<file path="src/rtl/core/rtc2ep_pkg.sv">
// shared types, constants and helper functions for the rtc snapshot to epoch pipeline
package rtc2ep_pkg;

	typedef enum logic [2:0] {
		ST_OK       = 3'd0,
		ST_ABSENT   = 3'd1,
		ST_INVALID  = 3'd2,
		ST_READFAIL = 3'd3,
		ST_NOSYNC   = 3'd4
	} status_t;

	// year offset from 2000 below which the clock is taken as never synced
	localparam logic [8:0] YEAR_MIN_OFS = 9'd24;
	// the year offset stays below 400 so the 400-year era is always 5;
	// days from 1970-01-01 to the start of that era (2000-03-01)
	localparam int DAYS_BASE_INT = 5 * 146097 - 719468;
	localparam logic [16:0] DAYS_BASE = 17'(DAYS_BASE_INT);
	localparam logic [16:0] SEC_PER_DAY = 17'd86400;

	typedef struct packed {
		logic       read_ok;
		logic       time_valid;
		logic [7:0] sec_reg;
		logic [7:0] min_reg;
		logic [7:0] hour_reg;
		logic [7:0] date_reg;
		logic [7:0] month_reg;
		logic [7:0] year_reg;
	} snap_t;

	typedef struct packed {
		status_t    status;
		logic [6:0] sec;
		logic [6:0] mnt;
		logic [5:0] hr;
		logic [4:0] day;
		logic [3:0] mon;
		logic [8:0] yr;
	} dec_t;

	typedef struct packed {
		status_t     status;
		logic [16:0] days;
		logic [17:0] tod;
	} cal_t;

	typedef struct packed {
		status_t     status;
		logic [31:0] epoch;
	} res_t;

	function automatic logic [7:0] bcd_value(input logic [7:0] b);
		logic [7:0] hi;
		hi = {4'd0, b[7:4]};
		return (hi << 3) + (hi << 1) + {4'd0, b[3:0]};
	endfunction

	// day of the March-based year on which each month starts
	function automatic logic [8:0] month_start(input logic [3:0] mp);
		logic [8:0] r;
		case (mp)
			4'd0:    r = 9'd0;
			4'd1:    r = 9'd31;
			4'd2:    r = 9'd61;
			4'd3:    r = 9'd92;
			4'd4:    r = 9'd122;
			4'd5:    r = 9'd153;
			4'd6:    r = 9'd184;
			4'd7:    r = 9'd214;
			4'd8:    r = 9'd245;
			4'd9:    r = 9'd275;
			4'd10:   r = 9'd306;
			4'd11:   r = 9'd337;
			default: r = 9'd0;
		endcase
		return r;
	endfunction

endpackage

</file>
<file path="src/rtl/core/rtc2ep_ifs.sv">
// handshake interfaces for the snapshot, result and configuration channels
interface rtc2ep_snap_if;
	logic       valid;
	logic       ready;
	logic       read_ok;
	logic       time_valid;
	logic [7:0] sec_reg;
	logic [7:0] min_reg;
	logic [7:0] hour_reg;
	logic [7:0] date_reg;
	logic [7:0] month_reg;
	logic [7:0] year_reg;
	modport source (output valid, read_ok, time_valid, sec_reg, min_reg, hour_reg, date_reg,
		month_reg, year_reg, input ready);
	modport sink (input valid, read_ok, time_valid, sec_reg, min_reg, hour_reg, date_reg,
		month_reg, year_reg, output ready);
endinterface

interface rtc2ep_res_if;
	logic        valid;
	logic        ready;
	logic [2:0]  status;
	logic [31:0] epoch_seconds;
	modport source (output valid, status, epoch_seconds, input ready);
	modport sink (input valid, status, epoch_seconds, output ready);
endinterface

interface rtc2ep_cfg_if;
	logic valid;
	logic ready;
	logic rtc_present;
	modport source (output valid, rtc_present, input ready);
	modport sink (input valid, rtc_present, output ready);
endinterface

</file>
<file path="src/rtl/core/rtc2ep_decode.sv">
// stage 1: bcd field decode, hour mode handling and status priority
module rtc2ep_decode import rtc2ep_pkg::*; (
	input  logic  clk,
	input  logic  arst_n,
	input  logic  present,
	input  logic  in_valid,
	output logic  in_ready,
	input  snap_t in_data,
	output logic  out_valid,
	input  logic  out_ready,
	output dec_t  out_data
);

	logic       v_s1;
	dec_t       d_s1;
	dec_t       dec;
	logic [7:0] sec_b;
	logic [7:0] mnt_b;
	logic [7:0] hr_b;
	logic [7:0] day_b;
	logic [7:0] mon_b;
	logic [8:0] yr_b;

	always_comb begin
		sec_b = bcd_value({1'b0, in_data.sec_reg[6:0]});
		mnt_b = bcd_value({1'b0, in_data.min_reg[6:0]});
		day_b = bcd_value({2'b0, in_data.date_reg[5:0]});
		mon_b = bcd_value({3'b0, in_data.month_reg[4:0]});
		yr_b  = {1'b0, bcd_value(in_data.year_reg)} + (in_data.month_reg[7] ? 9'd100 : 9'd0);
		if (in_data.hour_reg[6]) begin
			hr_b = bcd_value({3'b0, in_data.hour_reg[4:0]});
			// twelve o'clock counts as zero before the pm offset
			if (hr_b == 8'd12)
				hr_b = 8'd0;
			if (in_data.hour_reg[5])
				hr_b = hr_b + 8'd12;
		end else begin
			hr_b = bcd_value({2'b0, in_data.hour_reg[5:0]});
		end

		if (!present)
			dec.status = ST_ABSENT;
		else if (!in_data.time_valid)
			dec.status = ST_INVALID;
		else if (!in_data.read_ok)
			dec.status = ST_READFAIL;
		else if (yr_b < YEAR_MIN_OFS || mon_b < 8'd1 || mon_b > 8'd12 ||
			day_b < 8'd1 || day_b > 8'd31)
			dec.status = ST_NOSYNC;
		else
			dec.status = ST_OK;

		dec.sec = sec_b[6:0];
		dec.mnt = mnt_b[6:0];
		dec.hr  = hr_b[5:0];
		dec.day = day_b[4:0];
		dec.mon = mon_b[3:0];
		dec.yr  = yr_b;
	end

	assign in_ready = !v_s1 || out_ready;

	always_ff @(posedge clk or negedge arst_n) begin
		if (!arst_n)
			v_s1 <= 1'b0;
		else if (in_ready)
			v_s1 <= in_valid;
	end

	always_ff @(posedge clk) begin
		if (in_ready && in_valid)
			d_s1 <= dec;
	end

	assign out_valid = v_s1;
	assign out_data  = d_s1;

endmodule

</file>
<file path="src/rtl/core/rtc2ep_days.sv">
// stages 2 and 3: day of year, time of day, then day count since 1970
module rtc2ep_days import rtc2ep_pkg::*; (
	input  logic clk,
	input  logic arst_n,
	input  logic in_valid,
	output logic in_ready,
	input  dec_t in_data,
	output logic out_valid,
	input  logic out_ready,
	output cal_t out_data
);

	typedef struct packed {
		status_t     status;
		logic [8:0]  yoe;
		logic [8:0]  doy;
		logic [17:0] tod;
	} doy_t;

	logic        v_s2;
	logic        v_s3;
	logic        rdy_s2;
	logic        rdy_s3;
	doy_t        d_s2;
	cal_t        d_s3;
	doy_t        nxt2;
	cal_t        nxt3;
	logic [3:0]  mp;
	logic [1:0]  cent;

	always_comb begin
		nxt2.status = in_data.status;
		// march-based year: january and february belong to the year before
		nxt2.yoe = in_data.yr - ((in_data.mon <= 4'd2) ? 9'd1 : 9'd0);
		mp = (in_data.mon > 4'd2) ? in_data.mon - 4'd3 : in_data.mon + 4'd9;
		nxt2.doy = month_start(mp) + {4'd0, in_data.day} - 9'd1;
		nxt2.tod = 18'(in_data.hr) * 18'd3600 + 18'(in_data.mnt) * 18'd60 + 18'(in_data.sec);
	end

	always_comb begin
		if (d_s2.yoe >= 9'd200)
			cent = 2'd2;
		else if (d_s2.yoe >= 9'd100)
			cent = 2'd1;
		else
			cent = 2'd0;
		nxt3.status = d_s2.status;
		nxt3.days = DAYS_BASE + 17'(d_s2.yoe) * 17'd365 + 17'(d_s2.yoe >> 2) - 17'(cent)
			+ 17'(d_s2.doy);
		nxt3.tod = d_s2.tod;
	end

	assign rdy_s3   = !v_s3 || out_ready;
	assign rdy_s2   = !v_s2 || rdy_s3;
	assign in_ready = rdy_s2;

	always_ff @(posedge clk or negedge arst_n) begin
		if (!arst_n) begin
			v_s2 <= 1'b0;
			v_s3 <= 1'b0;
		end else begin
			if (rdy_s2)
				v_s2 <= in_valid;
			if (rdy_s3)
				v_s3 <= v_s2;
		end
	end

	always_ff @(posedge clk) begin
		if (rdy_s2 && in_valid)
			d_s2 <= nxt2;
		if (rdy_s3 && v_s2)
			d_s3 <= nxt3;
	end

	assign out_valid = v_s3;
	assign out_data  = d_s3;

endmodule

</file>
<file path="src/rtl/core/rtc2ep_epoch.sv">
// stages 4 and 5: days times seconds per day, then add time of day into the result register
module rtc2ep_epoch import rtc2ep_pkg::*; (
	input  logic clk,
	input  logic arst_n,
	input  logic in_valid,
	output logic in_ready,
	input  cal_t in_data,
	output logic out_valid,
	input  logic out_ready,
	output res_t out_data
);

	typedef struct packed {
		status_t     status;
		logic [31:0] prod;
		logic [17:0] tod;
	} prod_t;

	logic        v_s4;
	logic        v_s5;
	logic        rdy_s4;
	logic        rdy_s5;
	prod_t       d_s4;
	res_t        d_s5;
	prod_t       nxt4;
	res_t        nxt5;
	logic [33:0] prod_full;

	always_comb begin
		prod_full   = 34'(in_data.days) * 34'(SEC_PER_DAY);
		nxt4.status = in_data.status;
		nxt4.prod   = prod_full[31:0];
		nxt4.tod    = in_data.tod;
	end

	always_comb begin
		nxt5.status = d_s4.status;
		// any failure reports epoch zero; the sum wraps at 32 bits
		if (d_s4.status == ST_OK)
			nxt5.epoch = d_s4.prod + 32'(d_s4.tod);
		else
			nxt5.epoch = 32'd0;
	end

	assign rdy_s5   = !v_s5 || out_ready;
	assign rdy_s4   = !v_s4 || rdy_s5;
	assign in_ready = rdy_s4;

	always_ff @(posedge clk or negedge arst_n) begin
		if (!arst_n) begin
			v_s4 <= 1'b0;
			v_s5 <= 1'b0;
		end else begin
			if (rdy_s4)
				v_s4 <= in_valid;
			if (rdy_s5)
				v_s5 <= v_s4;
		end
	end

	always_ff @(posedge clk) begin
		if (rdy_s4 && in_valid)
			d_s4 <= nxt4;
		if (rdy_s5 && v_s4)
			d_s5 <= nxt5;
	end

	assign out_valid = v_s5;
	assign out_data  = d_s5;

endmodule

</file>
<file path="src/rtl/core/bcd_rtc_regs_to_unix_epoch_unit.sv">
// top level: rtc register snapshot to unix epoch, five-stage pipeline
//
//  channel  dir  payload                                       transfer when
//  snap     in   read_ok, time_valid, six raw bcd registers    valid && ready
//  res      out  status (3b), epoch_seconds (32b)              valid && ready
//  cfg      in   rtc_present (1b)                              valid && ready
//
// five register stages: decode, day of year and time of day, day count,
// multiply by seconds per day, final add into the output register.
// one snapshot per cycle while res is not stalled; res.valid rises once it has passed all five register stages.
// arst_n clears the stage valid bits and rtc_present; payload is not reset.
// each stage holds while the one after it is full and stalled, so res.ready
// low backs up stage by stage; snap.ready stays high while any bubble remains.
module bcd_rtc_regs_to_unix_epoch_unit import rtc2ep_pkg::*; (
	input  logic         clk,
	input  logic         arst_n,
	rtc2ep_cfg_if.sink   cfg,
	rtc2ep_snap_if.sink  snap,
	rtc2ep_res_if.source res
);

	logic rtc_present_q;
	snap_t snap_data;
	logic dec_valid;
	logic dec_ready;
	dec_t dec_data;
	logic cal_valid;
	logic cal_ready;
	cal_t cal_data;
	res_t res_data;

	assign cfg.ready = 1'b1;

	always_ff @(posedge clk or negedge arst_n) begin
		if (!arst_n)
			rtc_present_q <= 1'b0;
		else if (cfg.valid)
			rtc_present_q <= cfg.rtc_present;
	end

	always_comb begin
		snap_data.read_ok    = snap.read_ok;
		snap_data.time_valid = snap.time_valid;
		snap_data.sec_reg    = snap.sec_reg;
		snap_data.min_reg    = snap.min_reg;
		snap_data.hour_reg   = snap.hour_reg;
		snap_data.date_reg   = snap.date_reg;
		snap_data.month_reg  = snap.month_reg;
		snap_data.year_reg   = snap.year_reg;
	end

	rtc2ep_decode u_decode (
		.clk       (clk),
		.arst_n    (arst_n),
		.present   (rtc_present_q),
		.in_valid  (snap.valid),
		.in_ready  (snap.ready),
		.in_data   (snap_data),
		.out_valid (dec_valid),
		.out_ready (dec_ready),
		.out_data  (dec_data)
	);

	rtc2ep_days u_days (
		.clk       (clk),
		.arst_n    (arst_n),
		.in_valid  (dec_valid),
		.in_ready  (dec_ready),
		.in_data   (dec_data),
		.out_valid (cal_valid),
		.out_ready (cal_ready),
		.out_data  (cal_data)
	);

	rtc2ep_epoch u_epoch (
		.clk       (clk),
		.arst_n    (arst_n),
		.in_valid  (cal_valid),
		.in_ready  (cal_ready),
		.in_data   (cal_data),
		.out_valid (res.valid),
		.out_ready (res.ready),
		.out_data  (res_data)
	);

	assign res.status        = res_data.status;
	assign res.epoch_seconds = res_data.epoch;

	// a failed conversion never carries a nonzero epoch
	a_fail_zero: assert property (@(posedge clk) disable iff (!arst_n)
		res.valid && res.status != ST_OK |-> res.epoch_seconds == 32'd0)
		else $error("nonzero epoch with failure status");

	// with the output free, every stage can advance, so the input must be open
	a_ready_chain: assert property (@(posedge clk) disable iff (!arst_n)
		!res.valid || res.ready |-> snap.ready)
		else $error("input stalled while output stage free");

	// the status code never leaves the defined set
	a_status_range: assert property (@(posedge clk) disable iff (!arst_n)
		res.valid |-> res.status == ST_OK || res.status == ST_ABSENT ||
			res.status == ST_INVALID || res.status == ST_READFAIL ||
			res.status == ST_NOSYNC)
		else $error("undefined status code");

endmodule
</file>
<file path="src/flat_wrapper.sv">
// flat-port wrapper written by rule: the top's interface ports become plain ports
module bcd_rtc_regs_to_unix_epoch_unit_flat import rtc2ep_pkg::*;
  (clk, arst_n, cfg_valid, cfg_rtc_present, cfg_ready, snap_valid, snap_read_ok, snap_time_valid, snap_sec_reg, snap_min_reg, snap_hour_reg, snap_date_reg, snap_month_reg, snap_year_reg, snap_ready, res_valid, res_status, res_epoch_seconds, res_ready);
  rtc2ep_cfg_if cfg_i ();
  rtc2ep_snap_if snap_i ();
  rtc2ep_res_if res_i ();
  input  logic clk;
  input  logic arst_n;
  input wire logic [$bits(cfg_i.valid)-1:0] cfg_valid;
  input wire logic [$bits(cfg_i.rtc_present)-1:0] cfg_rtc_present;
  output wire logic [$bits(cfg_i.ready)-1:0] cfg_ready;
  input wire logic [$bits(snap_i.valid)-1:0] snap_valid;
  input wire logic [$bits(snap_i.read_ok)-1:0] snap_read_ok;
  input wire logic [$bits(snap_i.time_valid)-1:0] snap_time_valid;
  input wire logic [$bits(snap_i.sec_reg)-1:0] snap_sec_reg;
  input wire logic [$bits(snap_i.min_reg)-1:0] snap_min_reg;
  input wire logic [$bits(snap_i.hour_reg)-1:0] snap_hour_reg;
  input wire logic [$bits(snap_i.date_reg)-1:0] snap_date_reg;
  input wire logic [$bits(snap_i.month_reg)-1:0] snap_month_reg;
  input wire logic [$bits(snap_i.year_reg)-1:0] snap_year_reg;
  output wire logic [$bits(snap_i.ready)-1:0] snap_ready;
  output wire logic [$bits(res_i.valid)-1:0] res_valid;
  output wire logic [$bits(res_i.status)-1:0] res_status;
  output wire logic [$bits(res_i.epoch_seconds)-1:0] res_epoch_seconds;
  input wire logic [$bits(res_i.ready)-1:0] res_ready;
  assign cfg_i.valid = cfg_valid;
  assign cfg_i.rtc_present = cfg_rtc_present;
  assign cfg_ready = cfg_i.ready;
  assign snap_i.valid = snap_valid;
  assign snap_i.read_ok = snap_read_ok;
  assign snap_i.time_valid = snap_time_valid;
  assign snap_i.sec_reg = snap_sec_reg;
  assign snap_i.min_reg = snap_min_reg;
  assign snap_i.hour_reg = snap_hour_reg;
  assign snap_i.date_reg = snap_date_reg;
  assign snap_i.month_reg = snap_month_reg;
  assign snap_i.year_reg = snap_year_reg;
  assign snap_ready = snap_i.ready;
  assign res_valid = res_i.valid;
  assign res_status = res_i.status;
  assign res_epoch_seconds = res_i.epoch_seconds;
  assign res_i.ready = res_ready;
  bcd_rtc_regs_to_unix_epoch_unit u_core (.clk(clk), .arst_n(arst_n), .cfg(cfg_i), .snap(snap_i), .res(res_i));
endmodule
</file>
<file path="config.mk">
export PLATFORM = sky130hd
export DESIGN_NAME = bcd_rtc_regs_to_unix_epoch_unit_flat
export DESIGN_NICKNAME = d
export VERILOG_FILES = /design/src/rtl/core/rtc2ep_pkg.sv /design/src/rtl/core/rtc2ep_ifs.sv /design/src/rtl/core/rtc2ep_decode.sv /design/src/rtl/core/rtc2ep_days.sv /design/src/rtl/core/rtc2ep_epoch.sv /design/src/rtl/core/bcd_rtc_regs_to_unix_epoch_unit.sv /design/src/flat_wrapper.sv
export SDC_FILE = /design/constraint.sdc
export NUM_CORES = 1
export LEC_CHECK = 0
export ABC_CLOCK_PERIOD_IN_PS = 6100
export BUFFER_PORTS_ARGS = -buffer_cell sky130_fd_sc_hd__buf_2
export CAP_MARGIN = 20
export CORE_UTILIZATION = 25
export DETAILED_ROUTE_END_ITERATION = 10
export HOLD_SLACK_MARGIN = 0.05
export PLACE_DENSITY = 0.49
export SLEW_MARGIN = 15
export SYNTH_ARGS = -nofsm -noshare
export SYNTH_HDL_FRONTEND = slang
export SYNTH_HIERARCHICAL = 1
export SYNTH_SLANG_ARGS = --single-unit
</file>
<file path="constraint.sdc">
create_clock -name clk -period 6.1 [get_ports clk]
set_clock_uncertainty 0.05 [all_clocks]
set_input_delay 1.22 -clock clk [delete_from_list [all_inputs] [get_ports clk]]
set_output_delay 1.22 -clock clk [all_outputs]
set_load 0.01 [all_outputs]
</file>
; Word-level counts from Yosys, hierarchy flattened
; Memories as Yosys holds them, arrays and structs flattened.
; Index checks and enable logic that the tools add are counted.
[word_totals]
ramBits = 0
register_bits = 205
mem_bits_ro = 144
mem_count = 1
wordCells = 102
latchBits = 0
out_inout_bits = 38
input_bits = 56
[mem_list]
columns = memory, depth, word_bits, read_ports, rd_ports_with_merged_regs, wr, line_no
row1 = (name not given), 16, 9, 1, 0, 0, rtc2ep_pkg.sv:61  ; case (mp)
[classes]
n_eq_ne = 1
reduce_logical = 21
shift = 0
mux = 12
mul = 4
magnitude_cmp = 9
add_sub_neg = 28
n_bitwise = 0
div_mod_pow = 0
[op_table]
columns = cell, n
row1 = $add 32x18->32, 1
row2 = $mul 17x10->25 const B, 1
row3 = $mux 6, 4
row4 = $add 6x4->7, 3
row5 = $add 18x13->18, 1
row6 = $add 18x7->18, 1
row7 = $add 14x17->17 const A, 1
row8 = $add 17x7->17, 1
row9 = $add 17x9->17, 1
row10 = $mul 9x9->17 const B, 1
row11 = $sub 17x2->17, 1
row12 = $add 7x4->7, 2
row13 = $mul 6x8->14 const B, 1
row14 = $add 5x3->6, 2
row15 = $add 5x4->6, 2
row16 = $mul 7x4->11 const B, 1
row17 = $add 4x2->5, 2
row18 = $add 8x7->9, 1
row19 = $add 9x5->9, 1
row20 = $ge 9x7->1 const B, 1
row21 = $ge 9x8->1 const B, 1
row22 = $logic_or 1x1->1, 9
row23 = $lt 9x5->1 const B, 1
row24 = $sub 9x1->9, 1
row25 = other kinds (23), 34

; Longest topological paths before layout
; Gate-level depths: netlist of the first run.
[logic_depth]
depth_word = 11
mapped_depth = 23
ltp_nobuf = 21

; Modules after synthesis
; The synthesis of the first run kept the hierarchy.
[modules_own_cells]
columns = mod, n_inst, area_per_inst_um2, cells_each, seq_area_each_um2
row1 = rtc2ep_days, 1, 7947.6, 748, 2362.3
row2 = rtc2ep_epoch, 1, 6416.2, 583, 2482.4
row3 = rtc2ep_decode, 1, 2378.5, 173, 1256.2
row4 = bcd_rtc_regs_to_unix_epoch_unit, 1, 51.3, 4, 25.0

; Least setup slack after synthesis of the first run
; No wires, ideal clock.
[synth_path]
path_kind = flip-flop to flip-flop
start = reg u_core/u_days/d_s2[32] (netlist name)
end = reg u_core.u_days.d_s3 (netlist bit u_core/u_days/out_data[34]) (data pin)
t_arrival_ps = 4386
path_stages_with_launch = 17
path_buffers = 0
t_required_ps = 5790
slack_ps = 1404
setup_time_ps = 260
synth_period_minus_slack_ps = 4696
path_cell_list = edfxtp_1 -> inv_1 -> ha_1 -> fa_1 -> inv_1 -> fa_1 -> fa_1 -> inv_1 -> fa_1 -> inv_1 -> ha_1 -> o21ai_0 -> a21oi_1 -> or2_2 -> o41ai_4 -> o21ai_2 -> xnor2_1
[synth_rtl]
columns = element, line_no
row1 = start: declaration, rtc2ep_days.sv:24  ; doy_t d_s2;
row2 = start signal: assignment, rtc2ep_days.sv:71  ; d_s2 <= nxt2;
row3 = end signal: assignment, rtc2ep_days.sv:73  ; d_s3 <= nxt3;
row4 = end: declaration, rtc2ep_days.sv:25  ; cal_t d_s3;

==> metrics, run 1 <==
initial antenna violation count=0; Post-Syn Area=around 17000 um2; first-pass GRT wire length=between 50000 and 60000 um; DRT Pass-1 Iters=7; hold depth=0; Seq/Total Area, Yosys=about 36%; outcome=complete, but fails checks; CTS Hold Bufs=0; total core area=roughly 66000 um2; Bufs on Longest Clock Path=3; CTS tree=yes; top cell type's share of synthesized area=35.6%; failing checks=DRC; clk slew on worst S/H paths=roughly 0.060 ns; Starting Density=approximately a quarter; cells on worst reg2reg path=16; Hold Slack=around 0.36 ns; final worst-path cycle share=around 80%; largest net degree at the start of global routing=47; setup TNS=0 ns; Worst Path Arrival=between 5 and 6 ns; RR Endpoint=u_core/u_days/out_data[34]; count leader, synth=inv_1; number of global-route vias before repair=around 11000; Fin. Hold Viols=0; drt drc=6; post-synth top area cell=edfxtp_1; Synth warnings=6; Die Y=between 200 and 300 um; hold path start=u_core/u_days/out_data[5]; final-stage net count=roughly 2000; Rel. slew slack=a little over a third; Commonest cells post-synth=inv_1 (277), ha_1 (269), edfxtp_1 (199), fa_1 (108), a21oi_1 (87); Clock Latency Late Sink=0.54 ns; Pins Over Slew Limit=0; Synth Area per Inst=11.1 um2; Worst Path Required=6.32 ns; wirelength, routed=31100 um; Reg-to-Reg Start=u_core/u_days/d_s2[32]; Syn-to-layout area delta=13.7%; row cnt=94; antenna-violating nets left=0; RSZ-0062 raised after global routing=false; total track usage=a little under a tenth; Mapped Cells=1508; Fillers=roughly 6900; minimum clock period=5.01 ns; synth unique cells=74; Via Count=10325; GRT overflow=0; Vias/cell=between 4 and 5; DIE AREA=approximately 70000 um2; Top Ports=94; Num Clock Sinks=~210; CTS-repair resized insts=0; Max Clk Rate=200 MHz; Detail Placement HPWL=around 26000 um; Layout Cells excl Fill=approximately 2500; Die Wd=261 um; initial DRC count=416; post-CTS setup buffers=0; #FFs+latches synth=roughly 200; CTS H-tree lvls=1; Root Driver=clkbuf_16; end of the worst hold path=u_core/u_epoch/d_s4[5]; ys flop type=edfxtp_1; Avg WL per Cell=12.5 um; GPL Wtd Cong=approximately 0.82; Syn Nets=a little under 2000; Post-synth EDFFs=~200; CP Launch Type=flop; setup violators final=0; Final Util=between 20% and 30%; Buffers on Ports=between 80 and 90; Max-Cap Viols=0; Async S/R FF share, synth=slightly below 3%; Worst Tran Pin Value=approximately 0.98 ns; setup slack, reg-to-reg=around 1.1 ns; Inst Count DP=2444; layout cell share with drive strength beyond 1=slightly below 10%; ranking of synthesized cells by area=edfxtp_1 (36%), ha_1 (20%), fa_1 (13%); TritonCTS Buffers=25; CP Class=flop to flop; class of the worst hold path=flop to flop; crit path max fanout=6; CP endpoint kind=flop; ANT cells=0
[worst max path at each step]
stage / from / to / slack, ns / cells past startpoint
2_1_floorplan: u_core/u_days/d_s2[32] / u_core/u_days/out_data[34] / 1.40 / 16
3_3_place_gp: u_core/u_days/d_s2[32] / u_core/u_days/out_data[34] / 1.05 / 16
3_5_place_dp: u_core/u_days/d_s2[32] / u_core/u_days/out_data[34] / 1.03 / 16
4_1_cts: u_core/u_days/d_s2[32] / u_core/u_days/out_data[34] / 1.02 / 16
5_1_grt: u_core/u_days/d_s2[32] / u_core/u_days/out_data[32] / 0.75 / 16
6_report: u_core/u_days/d_s2[32] / u_core/u_days/out_data[34] / 1.09 / 16
[logic make-up (layout without fill, tap and decap cells)]
logic type	Yosys count	count (layout)	synth area share [%]
fa+ha+maj	377	377	32.9
buf+inv	291	409	6.60
simple gates	260	260	7.57
compound gates	255	255	10.1
flops	205	205	36.5
xor+xnor	106	106	5.53
mux	13	13	0.805
other cells	1	1	0.0223
[metal layers]
metal,vias up,share of wire (%),global-route usage (%)
li1,5364,-,-
met1,4784,51,12.8
met2,129,44,15.3
met3,48,2.9,1.34
met4,0,2.2,2.36
met5,-,0,0
[registers in the layout, summed over array words and instances (netlist names), 35 cells and up]
register                  flops
u_core/u_decode/out_data     41
u_core/u_days/out_data       38
u_core/u_days/d_s2           39
u_core/u_epoch/out_data      35
u_core/u_epoch/d_s4          46
[cell type report]
cell class	count	area, um2	area share [%]
multi-input combinational	1012	9570	50.1
sequential	205	6130	32.1
tap	864	1080	5.66
inverter	277	1040	5.45
clock buffer	29	671	3.51
timing repair buffer	87	453	2.37
clock inverter	16	153	0.799
[cells in the final DEF, fill, tap and decap left out, drive strengths merged, types with 7 or more instances in the layout]
cell	count
a211oi	15
a21o	30
a21oi	89
and2	17
and3	9
buf	87
clkbuf	29
edfxtp	199
fa	108
ha	269
inv	281
mux2i	12
nand2	71
nand2b	19
nand3	18
nand4	9
nor2	64
nor2b	14
nor3	22
o211ai	7
o21a	11
o21ai	51
o21bai	10
o41ai	7
xnor2	71
xor2	35
[critical path: stages (launching register included)]
cell and delay (ns):
edfxtp_1 0.52, inv_1 0.15, ha_1 0.38, fa_1 0.52, inv_1 0.05, fa_1 0.46, fa_1 0.54, inv_1 0.05
fa_1 0.52, inv_1 0.04, ha_1 0.33, o21ai_0 0.15, a21oi_1 0.07, or2_2 0.31, o41ai_4 0.35, o21ai_2 0.11
xnor2_1 0.13
[per-stage QoR]
stage	area [um2]	setup WS [ns]
final	19100	1.09
after global placement	18300	1.05
after CTS	19100	1.02
after detailed placement	18300	1.03
after floorplan	16800	1.40
after global routing	19100	0.755
Power of run 1 is left out: the tool's default activity adds up to more than one toggle a clock period on the data nets, which glitch-free logic cannot reach.
==> run 2: changes to the inputs <==
ABC_CLOCK_PERIOD_IN_PS = 4700   (was 6100)
clock period = 4.7 ns   (was 6.1 ns; I/O delays follow)
==> run 2 against run 1 <==
The run still ends with DRC left. Largest cell class unchanged. Worst setup slack worse by 1.1 ns. Hold slack worse by 0.19 ns. Wire length up 3.2%. Non-clock buffer count up 69. Cell area up 3.9%. Register-to-register slack worse by 1.1 ns. Count of clock-buffer cells in the layout unchanged. Critical path type unchanged. Critical endpoint is now u_core/u_days/d_s2[17]. Die area unchanged. Maximum frequency up 7.0%.
==> metrics, run 2 (synthesized netlist as in run 1, its figures left out) <==
outcome=complete, but fails checks (unchanged); failing checks=DRC (unchanged); CP Class=flop to flop (unchanged); CTS Hold Bufs=0 (unchanged); Largest Register=u_core/u_epoch/d_s4 (unchanged); commonest cells after routing, fill and taps aside=inv_1 (270), ha_1 (260), edfxtp_1 (199) (was inv_1 (277), ha_1 (269), edfxtp_1 (199)); DRT Pass-1 Iters=7 (unchanged); Starting Density=25.4% (unchanged); layout cell share with drive strength beyond 1=15.4% (was 9.84%); setup violators final=0 (unchanged); initial DRC count=375 (was 416); Die Wd=261 um (unchanged); Final Util=30.0% (was 28.9%); Pins Over Slew Limit=0 (unchanged); Worst Path Required=4.92 ns (was 6.32 ns); CTS tree=yes (unchanged); Detail Placement HPWL=26300 um (was 25800 um); Buffers on Ports=85 (unchanged); final-stage net count=2109 (was 2041); Vias/cell=4.14 (was 4.15); ANT cells=0 (unchanged); first-pass GRT wire length=53400 um (was 52400 um); DIE AREA=68200 um2 (unchanged); initial antenna violation count=0 (unchanged); setup slack, reg-to-reg=0.02 ns (was 1.09 ns); CTS H-tree lvls=1 (unchanged); Worst Tran Pin Value=0.975 ns (was 0.977 ns); RR Endpoint=u_core/u_days/d_s2[17] (was u_core/u_days/out_data[34]); clk slew on worst S/H paths=0.06 ns (about the same); post-place setup slack=-0.107 ns (was 1.03 ns); drt drc=6 (unchanged); RSZ-0062 raised after global routing=true (was false); CP Launch Type=flop (unchanged); number of global-route vias before repair=10906 (was 10576); Max Clk Rate=214 MHz (was 200 MHz); Rel. slew slack=35.0% (was 34.9%); Bufs on Longest Clock Path=3 (unchanged); Worst Path Arrival=4.90 ns (was 5.23 ns); total track usage=9.48% (was 9.30%); final worst-path cycle share=99.6% (was 82.2%); GRT overflow=0 (unchanged); wirelength, routed=32100 um (was 31100 um); antenna-violating nets left=0 (unchanged); minimum clock period=4.68 ns (was 5.01 ns); max reg flops=46 (unchanged); Clock Latency Late Sink=0.53 ns (was 0.54 ns); Via Count=10602 (was 10325); class of the worst hold path=primary input to async pin (was flop to flop); Avg WL per Cell=12.5 um (about the same); Root Driver=clkbuf_16 (unchanged); Num Clock Sinks=205 (unchanged); Fin. Hold Viols=0 (unchanged); Syn-to-layout area delta=18.1% (was 13.7%); Worst Setup EP=u_core/u_days/d_s2[17] (was u_core/u_days/out_data[34]); final setup margin=0.0170 ns (was 1.09 ns); Hold Slack=0.170 ns (was 0.361 ns); Max-Cap Viols=0 (unchanged); row cnt=94 (unchanged); CP endpoint kind=flop (unchanged); Top Ports=94 (unchanged); cells on worst reg2reg path=18 (was 16); Die Y=261 um (unchanged); GPL Wtd Cong=0.844 (was 0.824); CP Launch Point=u_core/u_decode/out_data[26] (was u_core/u_days/d_s2[32]); commonest non-fill, non-tap cell in the layout=inv_1 (unchanged); crit path max fanout=5 (was 6); TritonCTS Buffers=24 (was 25); largest net degree at the start of global routing=47 (unchanged); total core area=66100 um2 (unchanged); Reg-to-Reg Start=u_core/u_decode/out_data[26] (was u_core/u_days/d_s2[32])
[run 2: cell count changes in the layout (fill, tap and decap cells not counted), sizes merged]
cell / before / now
buf: 87 / 156
bufinv: 2 / 4
clkinv: 6 / 9
clkinvlp: 4 / 1
inv: 281 / 278
[run 2: timing repair]
action	in CTS	in global routing
setup buffers	1	13
pin swaps	4	23
endpoints found under the setup margin	7	20
resized for setup	14	37
gates cloned	0	0
[run 2: layer usage]
metal  wire length (um)  track usage (%)  part of all wire [%]  up-vias
met3                833             1.22                   2.6       30
met5                  0                0                     0        -
met4                578             2.18                   1.8        0
met1              16000             12.8                    50     4932
li1                   -                -                     -     5510
met2              14600             16.0                    46      130
[run 2: critical path: stages (launching register included)]
cell	delay, ns
edfxtp_1	0.42
buf_6	0.14
fa_2	0.57
fa_2	0.45
inv_2	0.07
fa_2	0.21
nor2b_2	0.05
o21ai_2	0.16
a21boi_2	0.08
o21a_1	0.20
o41a_1	0.44
xor2_2	0.26
ha_4	0.25
ha_4	0.29
nand4_1	0.12
a211oi_2	0.24
a211o_1	0.16
nand4_1	0.10
xnor2_1	0.16
[run 2: cell type report]
| type | count | area, um2 |
|---|---|---|
| clock buffer | 29 | 641 |
| clock inverter | 15 | 195 |
| fill | 6801 | 46300 |
| inverter | 277 | 1040 |
| multi-input combinational | 1012 | 9770 |
| sequential | 205 | 6130 |
| tap | 864 | 1080 |
| timing repair buffer | 156 | 977 |
[run 2: worst min-delay path by stage]
stage,start,endpoint,depth (start not counted)
after global placement,u_core/u_days/d_s2[6],u_core/u_days/out_data[6],0
after floorplan,u_core/u_decode/out_data[31],u_core/u_days/d_s2[0],0
after CTS,arst_n,u_core/rtc_present_q,1
after detailed placement,u_core/u_days/d_s2[11],u_core/u_days/out_data[11],0
final,arst_n,u_core/rtc_present_q,1
after global routing,arst_n,u_core/rtc_present_q,1
[run 2: stage by stage]
stage | cells | TNS (ns) | cell area [um2]
after CTS | 2545 | 0 | 19600
final | 2558 | 0 | 19800
after global routing | 2558 | -0.393 | 19800
after floorplan | 1508 | 0 | 16800
after global placement | 2500 | -0.179 | 18700
after detailed placement | 2500 | -0.278 | 18700
Power of run 2 is left out for the same reason.
==> run 3: changes to the inputs <==
PLACE_DENSITY = 0.44   (was 0.49)
==> run 3 against run 2 <==
The run now ends clean. Cell count grew 0.20%. Count of clock-buffer cells in the layout shrank 4. Via count grew 0.31%. Wire length grew 1.6%. Register-to-register slack gained 0.16 ns. Sequential share of layout area is essentially flat. Global-route usage grew 0.16 points. Core utilization is essentially flat. Critical endpoint is now u_core/u_days/out_data[34].
==> metrics, run 3 (synthesized netlist as in run 1, its figures left out) <==
Pins Over Slew Limit=0 (unchanged); area of the multi-input gates=9790 um2 (was 9770 um2); Num Clock Sinks=205 (unchanged); Buffers on Ports=85 (unchanged); Max Clk Rate=221 MHz (was 214 MHz); final worst-path cycle share=96.3% (was 99.6%); antenna-violating nets left=0 (unchanged); first-pass GRT wire length=53900 um (was 53400 um); setup violators final=0 (unchanged); number of global-route vias before repair=10899 (was 10906); Clock Latency Late Sink=0.56 ns (was 0.53 ns); CTS H-tree lvls=1 (unchanged); Fin. Hold Viols=0 (unchanged); Die Wd=261 um (unchanged); Worst Path Required=4.94 ns (was 4.92 ns); Worst Tran Pin Value=0.993 ns (was 0.975 ns); CP endpoint kind=flop (unchanged); minimum clock period=4.53 ns (was 4.68 ns); DP Area=18700 um2 (about the same); initial DRC count=409 (was 375); Detail Placement HPWL=26800 um (was 26300 um); gr busiest metal=met2 (unchanged); commonest cells after routing, fill and taps aside=inv_1 (272), ha_1 (257), edfxtp_1 (199) (was inv_1 (270), ha_1 (260), edfxtp_1 (199)); Hold Slack=0.167 ns (was 0.170 ns); Syn-to-layout area delta=18.2% (was 18.1%); ANT cells=0 (unchanged); Vias/cell=4.15 (was 4.14); Worst Path Arrival=4.76 ns (was 4.90 ns); Avg WL per Cell=12.7 um (was 12.5 um); TritonCTS Buffers=25 (was 24); wirelength, routed=32600 um (was 32100 um); drt drc=0 (was 6); final-stage net count=2113 (was 2109); DRT Pass-1 Iters=6 (was 7); CTS tree=yes (unchanged); GRT overflow=0 (unchanged); outcome=completed (was complete, but fails checks); Starting Density=25.4% (unchanged); met2 usage=16.3% (was 16.0%); Inst Count DP=2506 (was 2500); Register Area=6130 um2 (unchanged); Root Driver=clkbuf_16 (unchanged); Largest Register=u_core/u_epoch/d_s4 (unchanged); CP Launch Type=flop (unchanged); Top Ports=94 (unchanged); class of the worst hold path=primary input to async pin (unchanged); Rel. slew slack=33.8% (was 35.0%); Fillers=6855 (was 6801); Bufs on Longest Clock Path=3 (unchanged); Max-Cap Viols=0 (unchanged); layout cell share with drive strength beyond 1=15.8% (was 15.4%); Layout Cells excl Fill=2563 (was 2558); DIE AREA=68200 um2 (unchanged); post-route cell area=19800 um2 (about the same); crit path max fanout=4 (was 5); CP Class=flop to flop (unchanged); total track usage=9.65% (was 9.48%); met3 GRT Util=1.36% (was 1.22%); commonest non-fill, non-tap cell in the layout=inv_1 (unchanged); row cnt=94 (unchanged); largest net degree at the start of global routing=42 (was 47); CTS Hold Bufs=0 (unchanged); Die Y=261 um (unchanged); met1 Use GR=12.9% (was 12.8%); initial antenna violation count=0 (unchanged); GPL Wtd Cong=0.804 (was 0.844); clk slew on worst S/H paths=0.06 ns (about the same); max reg flops=46 (unchanged); total core area=66100 um2 (unchanged); Via Count=10635 (was 10602)
==> run 3: path summary, 6_finish.rpt <==
check / start / end / slack (ns) / cells past startpoint
max: u_core/u_days/d_s2[33] / u_core/u_days/out_data[34] / 0.17 / 15
min: arst_n / u_core/rtc_present_q / 0.17 / 1
max reg2reg: u_core/u_days/d_s2[33] / u_core/u_days/out_data[34] / 0.17 / 15
min reg2reg: u_core/u_days/d_s2[5] / u_core/u_days/out_data[5] / 0.35 / 0
max in group asynchronous: arst_n / u_core/u_days/out_valid / 4.29 / 1
min in group clk: u_core/u_days/d_s2[5] / u_core/u_days/out_data[5] / 0.35 / 0
==> run 3: layout make-up <==
| class | instances | area share (%) |
|---|---|---|
| inverters | 277 | 5.24 |
| repair buffers | 159 | 5.00 |
| well taps | 864 | 5.45 |
| flip-flops and latches | 205 | 30.9 |
| multi-input cells | 1012 | 49.3 |
| clock buffers | 25 | 3.15 |
| clock inverters | 21 | 0.971 |
==> run 3: repair_timing <==
action	CTS	global route
gates resized for setup	10	36
setup endpoints to repair	6	21
buffers inserted	3	8
pin swaps	5	13
==> run 3: through the flow <==
stage / worst slack, ns / utilization (%) / setup TNS (ns)
final: 0.174 / 30.0 / 0
after global routing: -0.0268 / 30.0 / -0.0429
after CTS: 0.0151 / 29.7 / 0
after detailed placement: -0.104 / 28.3 / -0.452
after global placement: -0.0898 / 28.3 / -0.226
after floorplan: 0.00383 / - / 0
==> run 3: layer usage <==
| metal | routed length, um | vias up |
|---|---|---|
| li1 | - | 5520 |
| met1 | 16100 | 4940 |
| met4 | 660 | 0 |
| met5 | 0 | - |
| met2 | 14900 | 136 |
| met3 | 954 | 39 |
==> run 3: worst max-delay path: stages (launching register included) <==
cell and delay (ns):
edfxtp_1 0.49, buf_6 0.18, ha_4 0.25, fa_1 0.50, inv_1 0.05, fa_1 0.47, inv_1 0.05, fa_1 0.47
fa_1 0.54, inv_1 0.07, ha_4 0.25, and4_4 0.17, o21a_4 0.12, o41ai_4 0.40, o21ai_2 0.09, xnor2_1 0.13
Power of run 3 is left out for the same reason.
